`src/hw/rtl/sap_pkg.sv`:
```
// Shared types, constants and helpers for the stack allocator with padding header.
// No dependencies; every other file in hw/rtl imports this package.
`timescale 1ns / 1ps

package sap_pkg;

	localparam int ADDR_W      = 32;
	localparam int SIZE_W      = 32;
	localparam int OFF_W       = 13;
	localparam int ALIGN_W     = 8;
	localparam int PAD_W       = 8;
	localparam int CFG_IDX_W   = 1;
	localparam int CFG_DATA_W  = 32;
	localparam int DEFAULT_ALIGN = 16;
	localparam int MAX_ALIGN   = 32;
	localparam int QUEUE_DEPTH = 2;

	typedef enum logic [1:0] {
		CMD_ALLOC  = 2'd0,
		CMD_RESIZE = 2'd1,
		CMD_FREE   = 2'd2,
		CMD_RESET  = 2'd3
	} sap_cmd_t;

	typedef enum logic [1:0] {
		ST_OK       = 2'd0,
		ST_BADARG   = 2'd1,
		ST_BADSTATE = 2'd2,
		ST_NOMEM    = 2'd3
	} sap_status_t;

	typedef enum logic [CFG_IDX_W-1:0] {
		REG_BASE_ADDRESS = 1'd0,
		REG_CAPACITY     = 1'd1
	} sap_reg_t;

	// What the back end has to do with a classified item
	typedef enum logic [2:0] {
		OP_REPLY  = 3'd0,	// fixed status, no state change
		OP_RESET  = 3'd1,
		OP_ALLOC  = 3'd2,
		OP_FREE   = 3'd3,
		OP_RESIZE = 3'd4
	} sap_kind_t;

	typedef struct packed {
		sap_kind_t            kind;
		sap_status_t          status;
		logic [OFF_W-1:0]     rel;	// block offset inside the buffer
		logic [SIZE_W-1:0]    size;
		logic [ADDR_W-1:0]    addr;
		logic [ALIGN_W-1:0]   al;
		logic                 keep;	// resize may return the same block
	} sap_op_t;

	typedef struct packed {
		logic full;
		logic empty;
	} sap_qstat_t;

	// 0 selects the default, large values clamp, non powers of two give 0
	function automatic logic [ALIGN_W-1:0] norm_align(input logic [ALIGN_W-1:0] a);
		logic [ALIGN_W-1:0] n;
		n = a;
		if (a == '0)
			n = ALIGN_W'(DEFAULT_ALIGN);
		else if (a > ALIGN_W'(MAX_ALIGN))
			n = ALIGN_W'(MAX_ALIGN);
		if ((n & (n - ALIGN_W'(1))) != '0)
			n = '0;
		return n;
	endfunction

endpackage

```
`src/hw/rtl/sap_queue.sv`:
```
// Short FIFO of classified items between the front and back ends.
// Depends on sap_pkg.
`timescale 1ns / 1ps

module sap_queue import sap_pkg::*; (
	input  logic        clk,
	input  logic        arst_n,
	input  logic        push,
	input  sap_op_t     push_op,
	input  logic        pop,
	output sap_op_t     head,
	output sap_qstat_t  qstat
);

	localparam int PTR_W = (QUEUE_DEPTH > 1) ? $clog2(QUEUE_DEPTH) : 1;
	localparam int CNT_W = $clog2(QUEUE_DEPTH + 1);

	sap_op_t            slot_q [QUEUE_DEPTH];
	logic [PTR_W-1:0]   wr_ptr_q;
	logic [PTR_W-1:0]   rd_ptr_q;
	logic [CNT_W-1:0]   count_q;

	assign head        = slot_q[rd_ptr_q];
	assign qstat.full  = count_q == CNT_W'(QUEUE_DEPTH);
	assign qstat.empty = count_q == '0;

	always_ff @(posedge clk) begin
		if (push)
			slot_q[wr_ptr_q] <= push_op;
	end

	always_ff @(posedge clk or negedge arst_n) begin
		if (!arst_n) begin
			wr_ptr_q <= '0;
			rd_ptr_q <= '0;
			count_q  <= '0;
		end else begin
			if (push)
				wr_ptr_q <= (wr_ptr_q == PTR_W'(QUEUE_DEPTH - 1)) ? '0 : wr_ptr_q + PTR_W'(1);
			if (pop)
				rd_ptr_q <= (rd_ptr_q == PTR_W'(QUEUE_DEPTH - 1)) ? '0 : rd_ptr_q + PTR_W'(1);
			if (push && !pop)
				count_q <= count_q + CNT_W'(1);
			else if (pop && !push)
				count_q <= count_q - CNT_W'(1);
		end
	end

endmodule

```
`config.mk`:
```
export PLATFORM = sky130hd
export DESIGN_NAME = sap_queue
export DESIGN_NICKNAME = d
export VERILOG_FILES = /design/src/hw/rtl/sap_pkg.sv /design/src/hw/rtl/sap_queue.sv
export SDC_FILE = /design/constraint.sdc
export NUM_CORES = 1
export LEC_CHECK = 0
export ABC_CLOCK_PERIOD_IN_PS = 8250
export BUFFER_PORTS_ARGS = -buffer_cell sky130_fd_sc_hd__buf_2
export CORE_AREA = 2 2 114 116
export CTS_BUF_LIST = sky130_fd_sc_hd__clkbuf_2 sky130_fd_sc_hd__clkbuf_4 sky130_fd_sc_hd__clkbuf_8
export DETAILED_ROUTE_END_ITERATION = 16
export DIE_AREA = 0 0 116 118
export PLACE_DENSITY = 0.87
export SETUP_SLACK_MARGIN = 0.02
export SKIP_CTS_REPAIR_TIMING = 1
export SYNTH_ARGS = -nofsm -noshare
export SYNTH_HDL_FRONTEND = slang
export SYNTH_SLANG_ARGS = --single-unit
export TNS_END_PERCENT = 50
```
`constraint.sdc`:
```
create_clock -name clk -period 8.25 [get_ports clk]
set_clock_uncertainty 0.1 [all_clocks]
set_input_delay 0.4125 -clock clk [delete_from_list [all_inputs] [get_ports clk]]
set_output_delay 0.4125 -clock clk [all_outputs]
set_load 0.01 [all_outputs]
```
==> results_dict.tcl <==
set metrics [dict create \
    io_pins 188 \
    layout_common_cells "187 x buf_2, 182 x edfxtp_1, 80 x mux2_4" \
    grt_max_degree 59 \
    path_class "reg2out" \
    min_period_ps 3281 \
    netlist_instances 299 \
    cap_violations 0 \
    grt_overflow_total 0 \
    rsz0062_at_grt "false" \
    gp_congestion 0.6842 \
    ir_drop_mv 0.2189 \
    cts-root-buf "clkbuf_8" \
    tightest_slew_ps 978.4 \
    worstPathCellList "buf_4, mux2_2, buf_2" \
    p_per_area_nw_per_um2 325.6 \
    first_pass_iters 4 \
    mostFrequentLayoutCell "buf_2" \
    outcome "completed" \
    fmax_mhz 304.7 \
    drtIter0Drc 261 \
    core_area_sq_um 12410 \
    nets 596 \
    insertion_delay_ps 440 \
    hold_class "in2reg" \
    hold_violations 0 \
    io_buffers 187 \
    wl_per_cell_um 16.89 \
    drcViolationCount 0 \
    antenna_found_initial 3 \
    slowest_delay_ps 910 \
    worstPathArrival_ps 2770 \
    initial_utilization 0.5762 \
    syn_area_sq_um 7153 \
    tritoncts "done" \
    syn_avg_cell_area_sq_um 23.92 \
    fin_crit_sh 0.3978 \
    htreeDepth 4 \
    cp_slowest_cell "dfrtp_4" \
    postLayoutCellArea_sq_um 8557 \
    worst_setup_path_start_kind "flop" \
    die_area_sq_um 13690 \
    synth_warnings 0 \
    drive_gt1_frac 0.6062 \
    syn-num-nets 395 \
    cts_made_buffers 17 \
    synthToLayoutAreaGrowth_pct 19.63 \
    synth_seq_cells 186 \
    max_slew_margin 0.3463 \
    crit_path_max_fanout 51 \
    grt_util_all_layers 0.1708 \
    finalPower_w 0.002786 \
    viasPerCell 4.934 \
    ys_seq_area_frac 0.7780 \
    cts_sinks 186 \
    crit_required_ps 7740 \
    placed_area_sq_um 8164 \
    crit_path_end_kind "output port" \
    ys_types 14 \
    die_height_um 118 \
    grt_pass1_wl_um 17050 \
    grt_pass1_vias 3552 \
    ctsLongestPathBuffers 2 \
    setup_viol 0 \
    totalWireLength_um 11600 \
    path_clk_slew_ps 80 \
    ant_nets 0 \
    r2r_setup_slack_ps 5760 \
    p_leak_nw 3.451 \
    fin_tns_setup_ps 0 \
    drv_slew 0 \
    hold_ws_ps 50.20 \
    vias 3390 \
    fp.dieW_um 116 \
    std_cell_rows 41 \
]
## cell type report
class / count / area, sq um
timing repair buffer: 192 / 978.4
tap: 172 / 215.2
sequential: 186 / 5569
antenna: 2 / 5.005
multi-input combinational: 102 / 1418
clock inverter: 11 / 103.9
inverter: 1 / 3.754
clock buffer: 21 / 264.0
fill: 847 / 3857
## per-layer routing
metal / GRT usage / up-vias / wire [um]
li1: - / 1587 / -
met1: 0.1933 / 1644 / 4514
met2: 0.2833 / 145 / 5968
met3: 0.07827 / 12 / 1000
met4: 0.06176 / 2 / 105
met5: 0 / - / 13
## through the flow
step	utilization	std cells	setup slack [ps]
after floorplan	-	299	3165
after global placement	0.6576	651	5418
after detailed placement	0.6576	651	5413
after CTS	0.6873	683	4901
after global routing	0.6891	686	4796
final	0.6893	687	4969
## registers in the layout, indices dropped and copies added (netlist names)
signal    flops
rd_ptr_q      1
wr_ptr_q      1
slot_q      182
count_q       2
## cell usage after synthesis
cell,instances,area share
ha_1,1,0.0017
xnor2_1,1,0.0012
nor2b_1,2,0.0017
and2_1,1,0.00088
mux2_2,11,0.017
dfrtp_1,4,0.014
nor2_1,2,0.0010
xor2_1,4,0.0049
buf_2,1,0.00070
edfxtp_1,182,0.76
mux2_4,80,0.17
buf_12,8,0.022
inv_1,1,0.00052
buf_6,1,0.0016
## cell families after synthesis
| family | share of synthesized area |
|---|---|
| XOR/XNOR | 0.006122 |
| adder cells (fa/ha/maj) | 0.001749 |
| AND/OR/NAND/NOR | 0.003674 |
| flip-flops | 0.7780 |
| multiplexers | 0.1852 |
| buffers and inverters | 0.02519 |
## power breakdown
group / leakage [nW] / internal (W) / switching, W / total, W
combinational: 1.51 / 0.000469 / 0.000406 / 0.000875
sequential: 1.75 / 0.00126 / 0.0000994 / 0.00135
clock: 0.185 / 0.000276 / 0.000281 / 0.000557
total: 3.45 / 0.00200 / 0.000786 / 0.00279
## critical path, delay by kind of cell (launching register included)
family                 cells  cell delay (ps)
flip-flops                 1              910
buffers and inverters      2              970
multiplexers               1              410
## final timing paths
path,startpoint,end,cells after the start
min in group asynchronous,arst_n,count_q[1]$_DFFE_PN0P_,2
max in group asynchronous,arst_n,rd_ptr_q$_DFFE_PN0P_,2
worst min register to register,count_q[1]$_DFFE_PN0P_,count_q[1]$_DFFE_PN0P_,1
worst min-delay path,push_op[87],slot_q[1][87]$_DFFE_PP_,1
worst max register to register,wr_ptr_q$_DFFE_PN0P_,slot_q[0][30]$_DFFE_PP_,2
worst max-delay path,rd_ptr_q$_DFFE_PN0P_,head[70],3
(Power assumes the default switching activity.)
