File: src/hw/rtl/sap_pkg.sv
// Shared types, constants and helpers for the stack allocator with padding header.
// No dependencies; every other file in hw/rtl imports this package.
`timescale 1ns / 1ps

package sap_pkg;

	localparam int ADDR_W      = 32;
	localparam int SIZE_W      = 32;
	localparam int OFF_W       = 13;
	localparam int ALIGN_W     = 8;
	localparam int PAD_W       = 8;
	localparam int CFG_IDX_W   = 1;
	localparam int CFG_DATA_W  = 32;
	localparam int DEFAULT_ALIGN = 16;
	localparam int MAX_ALIGN   = 32;
	localparam int QUEUE_DEPTH = 2;

	typedef enum logic [1:0] {
		CMD_ALLOC  = 2'd0,
		CMD_RESIZE = 2'd1,
		CMD_FREE   = 2'd2,
		CMD_RESET  = 2'd3
	} sap_cmd_t;

	typedef enum logic [1:0] {
		ST_OK       = 2'd0,
		ST_BADARG   = 2'd1,
		ST_BADSTATE = 2'd2,
		ST_NOMEM    = 2'd3
	} sap_status_t;

	typedef enum logic [CFG_IDX_W-1:0] {
		REG_BASE_ADDRESS = 1'd0,
		REG_CAPACITY     = 1'd1
	} sap_reg_t;

	// What the back end has to do with a classified item
	typedef enum logic [2:0] {
		OP_REPLY  = 3'd0,	// fixed status, no state change
		OP_RESET  = 3'd1,
		OP_ALLOC  = 3'd2,
		OP_FREE   = 3'd3,
		OP_RESIZE = 3'd4
	} sap_kind_t;

	typedef struct packed {
		sap_kind_t            kind;
		sap_status_t          status;
		logic [OFF_W-1:0]     rel;	// block offset inside the buffer
		logic [SIZE_W-1:0]    size;
		logic [ADDR_W-1:0]    addr;
		logic [ALIGN_W-1:0]   al;
		logic                 keep;	// resize may return the same block
	} sap_op_t;

	typedef struct packed {
		logic full;
		logic empty;
	} sap_qstat_t;

	// 0 selects the default, large values clamp, non powers of two give 0
	function automatic logic [ALIGN_W-1:0] norm_align(input logic [ALIGN_W-1:0] a);
		logic [ALIGN_W-1:0] n;
		n = a;
		if (a == '0)
			n = ALIGN_W'(DEFAULT_ALIGN);
		else if (a > ALIGN_W'(MAX_ALIGN))
			n = ALIGN_W'(MAX_ALIGN);
		if ((n & (n - ALIGN_W'(1))) != '0)
			n = '0;
		return n;
	endfunction

endpackage

File: src/hw/rtl/sap_if.sv
// Request and response channel interfaces (valid/ready plus payload).
// Depends on sap_pkg for field widths.
`timescale 1ns / 1ps

interface sap_req_if import sap_pkg::*; ();
	logic                 valid;
	logic                 ready;
	logic [1:0]           cmd;
	logic [SIZE_W-1:0]    req_size;
	logic [SIZE_W-1:0]    prev_size;
	logic [ALIGN_W-1:0]   align_req;
	logic [ADDR_W-1:0]    block_address;

	modport source (output valid, cmd, req_size, prev_size, align_req, block_address,
		input ready);
	modport sink (input valid, cmd, req_size, prev_size, align_req, block_address,
		output ready);
endinterface


File: src/hw/rtl/sap_front.sv
// Front end: accepts request items and classifies everything that does not
// depend on the top offset. Depends on sap_pkg and sap_if.
`timescale 1ns / 1ps

module sap_front import sap_pkg::*; (
	sap_req_if.sink            req,
	input  logic [ADDR_W-1:0]  base_address,
	input  logic [OFF_W-1:0]   cap,
	input  sap_qstat_t         qstat,
	output logic               push,
	output sap_op_t            op
);

	logic [ADDR_W-1:0]  rel_full;
	logic               in_buf;
	logic [ALIGN_W-1:0] al;
	logic               keep;

	assign req.ready = !qstat.full;
	assign push      = req.valid && req.ready;

	assign rel_full = req.block_address - base_address;
	assign in_buf   = rel_full < ADDR_W'(cap);
	assign al       = norm_align(req.align_req);
	assign keep     = ((req.block_address[ALIGN_W-1:0] & (al - ALIGN_W'(1))) == '0) &&
		(req.prev_size == req.req_size);

	always_comb begin
		op        = '0;
		op.kind   = OP_REPLY;
		op.status = ST_OK;
		op.rel    = rel_full[OFF_W-1:0];
		op.size   = req.req_size;
		op.addr   = req.block_address;
		op.al     = al;
		op.keep   = keep;
		if (req.cmd == CMD_RESET) begin
			op.kind = OP_RESET;
		end else if (base_address == '0) begin
			op.status = ST_BADSTATE;
		end else if (req.cmd == CMD_FREE) begin
			if (req.block_address == '0)
				op.status = ST_OK;
			else if (!in_buf)
				op.status = ST_BADARG;
			else
				op.kind = OP_FREE;
		end else if (al == '0) begin
			op.status = ST_BADARG;
		end else if (req.cmd == CMD_ALLOC || req.block_address == '0) begin
			// null block in resize acts as a plain alloc
			if (req.req_size != '0)
				op.kind = OP_ALLOC;
		end else if (req.req_size == '0) begin
			// resize to zero frees the block
			if (!in_buf)
				op.status = ST_BADARG;
			else
				op.kind = OP_FREE;
		end else if (!in_buf) begin
			op.status = ST_BADARG;
		end else begin
			op.kind = OP_RESIZE;
		end
	end

endmodule

File: src/flat_wrapper.sv
// flat-port wrapper written by rule: the top's interface ports become plain ports
module sap_front_flat import sap_pkg::*;
  (base_address, cap, qstat, push, op, req_valid, req_cmd, req_req_size, req_prev_size, req_align_req, req_block_address, req_ready);
  sap_req_if req_i ();
  input  logic [ADDR_W-1:0] base_address;
  input  logic [OFF_W-1:0] cap;
  input  sap_qstat_t qstat;
  output logic push;
  output sap_op_t op;
  input wire logic [$bits(req_i.valid)-1:0] req_valid;
  input wire logic [$bits(req_i.cmd)-1:0] req_cmd;
  input wire logic [$bits(req_i.req_size)-1:0] req_req_size;
  input wire logic [$bits(req_i.prev_size)-1:0] req_prev_size;
  input wire logic [$bits(req_i.align_req)-1:0] req_align_req;
  input wire logic [$bits(req_i.block_address)-1:0] req_block_address;
  output wire logic [$bits(req_i.ready)-1:0] req_ready;
  assign req_i.valid = req_valid;
  assign req_i.cmd = req_cmd;
  assign req_i.req_size = req_req_size;
  assign req_i.prev_size = req_prev_size;
  assign req_i.align_req = req_align_req;
  assign req_i.block_address = req_block_address;
  assign req_ready = req_i.ready;
  sap_front u_core (.req(req_i), .base_address(base_address), .cap(cap), .qstat(qstat), .push(push), .op(op));
endmodule
File: config.mk
export PLATFORM = sky130hd
export DESIGN_NAME = sap_front_flat
export DESIGN_NICKNAME = d
export VERILOG_FILES = /design/src/hw/rtl/sap_pkg.sv /design/src/hw/rtl/sap_if.sv /design/src/hw/rtl/sap_front.sv /design/src/flat_wrapper.sv
export SDC_FILE = /design/constraint.sdc
export NUM_CORES = 1
export LEC_CHECK = 0
export BUFFER_PORTS_ARGS = -buffer_cell sky130_fd_sc_hd__buf_4
export CORE_AREA = 3 3 95 97
export DETAILED_ROUTE_END_ITERATION = 10
export DIE_AREA = 0 0 98 100
export PLACE_DENSITY_LB_ADDON = 0.25
export SETUP_SLACK_MARGIN = 0.1
export SLEW_MARGIN = 5
export SYNTH_ARGS = -nofsm -noshare
export SYNTH_HDL_FRONTEND = slang
export SYNTH_SLANG_ARGS = --single-unit
export TNS_END_PERCENT = 50
File: constraint.sdc
create_clock -name vclk -period 7.9
set_input_delay 0.395 -clock vclk [all_inputs]
set_output_delay 0.395 -clock vclk [all_outputs]
set_load 0.02 [all_outputs]
==> summary.txt <==
CP Max Fanout: 5
GRT Total Usage: 28.98%
Mapped Area: 0.003720 sq mm
Max VDD drop: 0.00005259 V
Yosys top cell area share: 14.80%
Dpl ws: 2.677 ns
Critical Path Source: req_block_address[0]
Worst hold start: req_block_address[12]
Unrepaired setup endpoints after global routing: no
Initial antenna violation count: 0
Final HPWL DP: 13650 microns
Routed len/inst: 18.38 microns
Iteration-0 DRC count of the detailed router: 275
Multi-input gate area: 0.002975 sq mm
Setup ws final: 2.665 ns
Critical Path RT: 7.51 ns
DRC Markers: 0
Hold crit path type: primary input to output port
Cell Rows: 33
Synth warn: 0
Sum Neg Setup Slack: 0 ns
Seq/Total Area, Yosys: 0%
Data arrival, critical path: 4.84 ns
Final setup viols: 0
Gpl congestion: 0.9522
Setup CP Type: primary input to output port
Synth Instances: 557
Via density: 5.798
Status: completed
GRT overflow: 0
Largest net degree at the start of global routing: 11
# fillers: 740
Crit path launch type: primary input
Vias in the first global route: 4616
P_leak: 0.002509 uW
Initial core utilization: 45.27%
Crit path time final: 5.235 ns
Antenna viol nets, final: 0
Mean Syn Cell Area: 6.678 sq um
I/O pins: 247
# diodes: 0
Core ar.: 0.008217 sq mm
Final Slew Violations: 0
Cell taking the most area after synthesis: ha_1
Die H: 100 microns
Total power: 421.6 uW
Die X-Extent: 98 microns
Detailed-route wire length: 15310 microns
Max-Cap Viols: 0
Vias: 4830
Global-route wire length before repair: 23400 microns
Worst-Margin Slew: 0.8074 ns
Drt first pass iters: 7
Sequential cell area: 0 sq um
Distinct cells, synth: 58
Final hold violations: 0
Hold-fix buffers, CTS: 0
Die area: 0.009800 sq mm
Port Buffers: 244
Fin crit share: 66.27%
Setup bufs post-CTS: 0
Crit path capture type: output port
Layout area overhead: 38.51%
FFs & Latches: 0
Clock Buffer Count: 0
Final core occ: 62.71%
Nets: 929
CTS-repair resized insts: 0
Cell Pwr Density: 81.83 mW/mm^2
Top cells by area, synth: ha_1 (15%), buf_4 (14%), xnor2_1 (7.5%), inv_1 (5.8%), nor4_1 (5.5%)
Fraction of layout cells with a size suffix above 1: 34.89%
Peak Freq: 191.0 MHz
Rel. slew slack: 45.47%
synth_stat cells, drive strengths merged, types with 5 or more instances:
library cell,number
or3,6
a21oi,40
nand3,8
o21ai,25
nor2,32
a31oi,5
xnor2,32
buf,72
nand4,22
o211ai,9
o31a,6
o21a,12
nor2b,6
inv,57
nor3,12
nor4,34
nand2,44
o221ai,5
a21boi,5
ha,44
xor2,18
cells in the final DEF, fill, tap and decap left out, drive strengths merged, types with 18 or more instances in the layout:
cell   instances
nand4         22
a21oi         40
o21ai         25
nor4          34
nor2          32
nand2         44
ha            44
buf          244
xor2          18
inv           57
xnor2         32
worst max-delay path: stages:
cell and delay (ns):
buf_4 0.14, inv_1 0.07, ha_1 0.16, inv_1 0.05, fa_1 0.42, a211oi_1 0.33, o211ai_1 0.20, a31oi_1 0.44
xnor2_1 0.16, ha_1 0.22, a221oi_1 0.20, o21ai_0 0.16, a2111oi_0 0.40, nand4_1 0.14, nor4b_1 0.28, nand4b_1 0.21
nor4_4 0.28, nor4b_1 0.10, o31a_1 0.30, buf_4 0.16
kinds of logic after synthesis:
kind of cell               after synthesis  synth area share (%)
muxes                                    3                0.8073
and+or+nand+nor                        186                 26.37
AOI/OAI and AO/OA                      140                 25.23
other                                    1                0.1008
adders and majority gates               46                 15.61
xor gates and xnor gates                50                 11.77
buffers and inverters                  131                 20.11
per-layer routing:
layer	track usage (%)	wire length, microns	part of all wire, %
met2	49.58	7175	47
met5	0	0	0
met3	4.587	1329	8.7
met4	4.792	250	1.6
met1	39.08	6552	43
worst paths after layout:
| check | end | slack [ns] | cells past startpoint |
|---|---|---|---|
| worst max-delay path | op[86] | 2.66 | 20 |
| worst min-delay path | op[21] | 1.01 | 2 |
layout make-up:
class / instances / area share [%]
multi-input cells: 427 / 57.75
repair buffers: 244 / 35.55
inverters: 57 / 4.152
well taps: 105 / 2.550
power breakdown:
group	switching [uW]	internal, uW	total, uW
sequential	0	0	0
combinational	234	187	422
clock	0	0	0
total	234	187	422
stage by stage:
| step | area, sq um | cells | hold WS [ns] |
|---|---|---|---|
| floorplan | 3724 | 558 | 0.8666 |
| global placement | 5152 | 833 | 1.012 |
| detailed placement | 5152 | 833 | 1.014 |
| CTS | 5152 | 833 | 1.013 |
| global route | 5152 | 833 | 1.020 |
| finish | 5152 | 833 | 1.012 |
No activity file was read; power rests on OpenSTA's default activity.
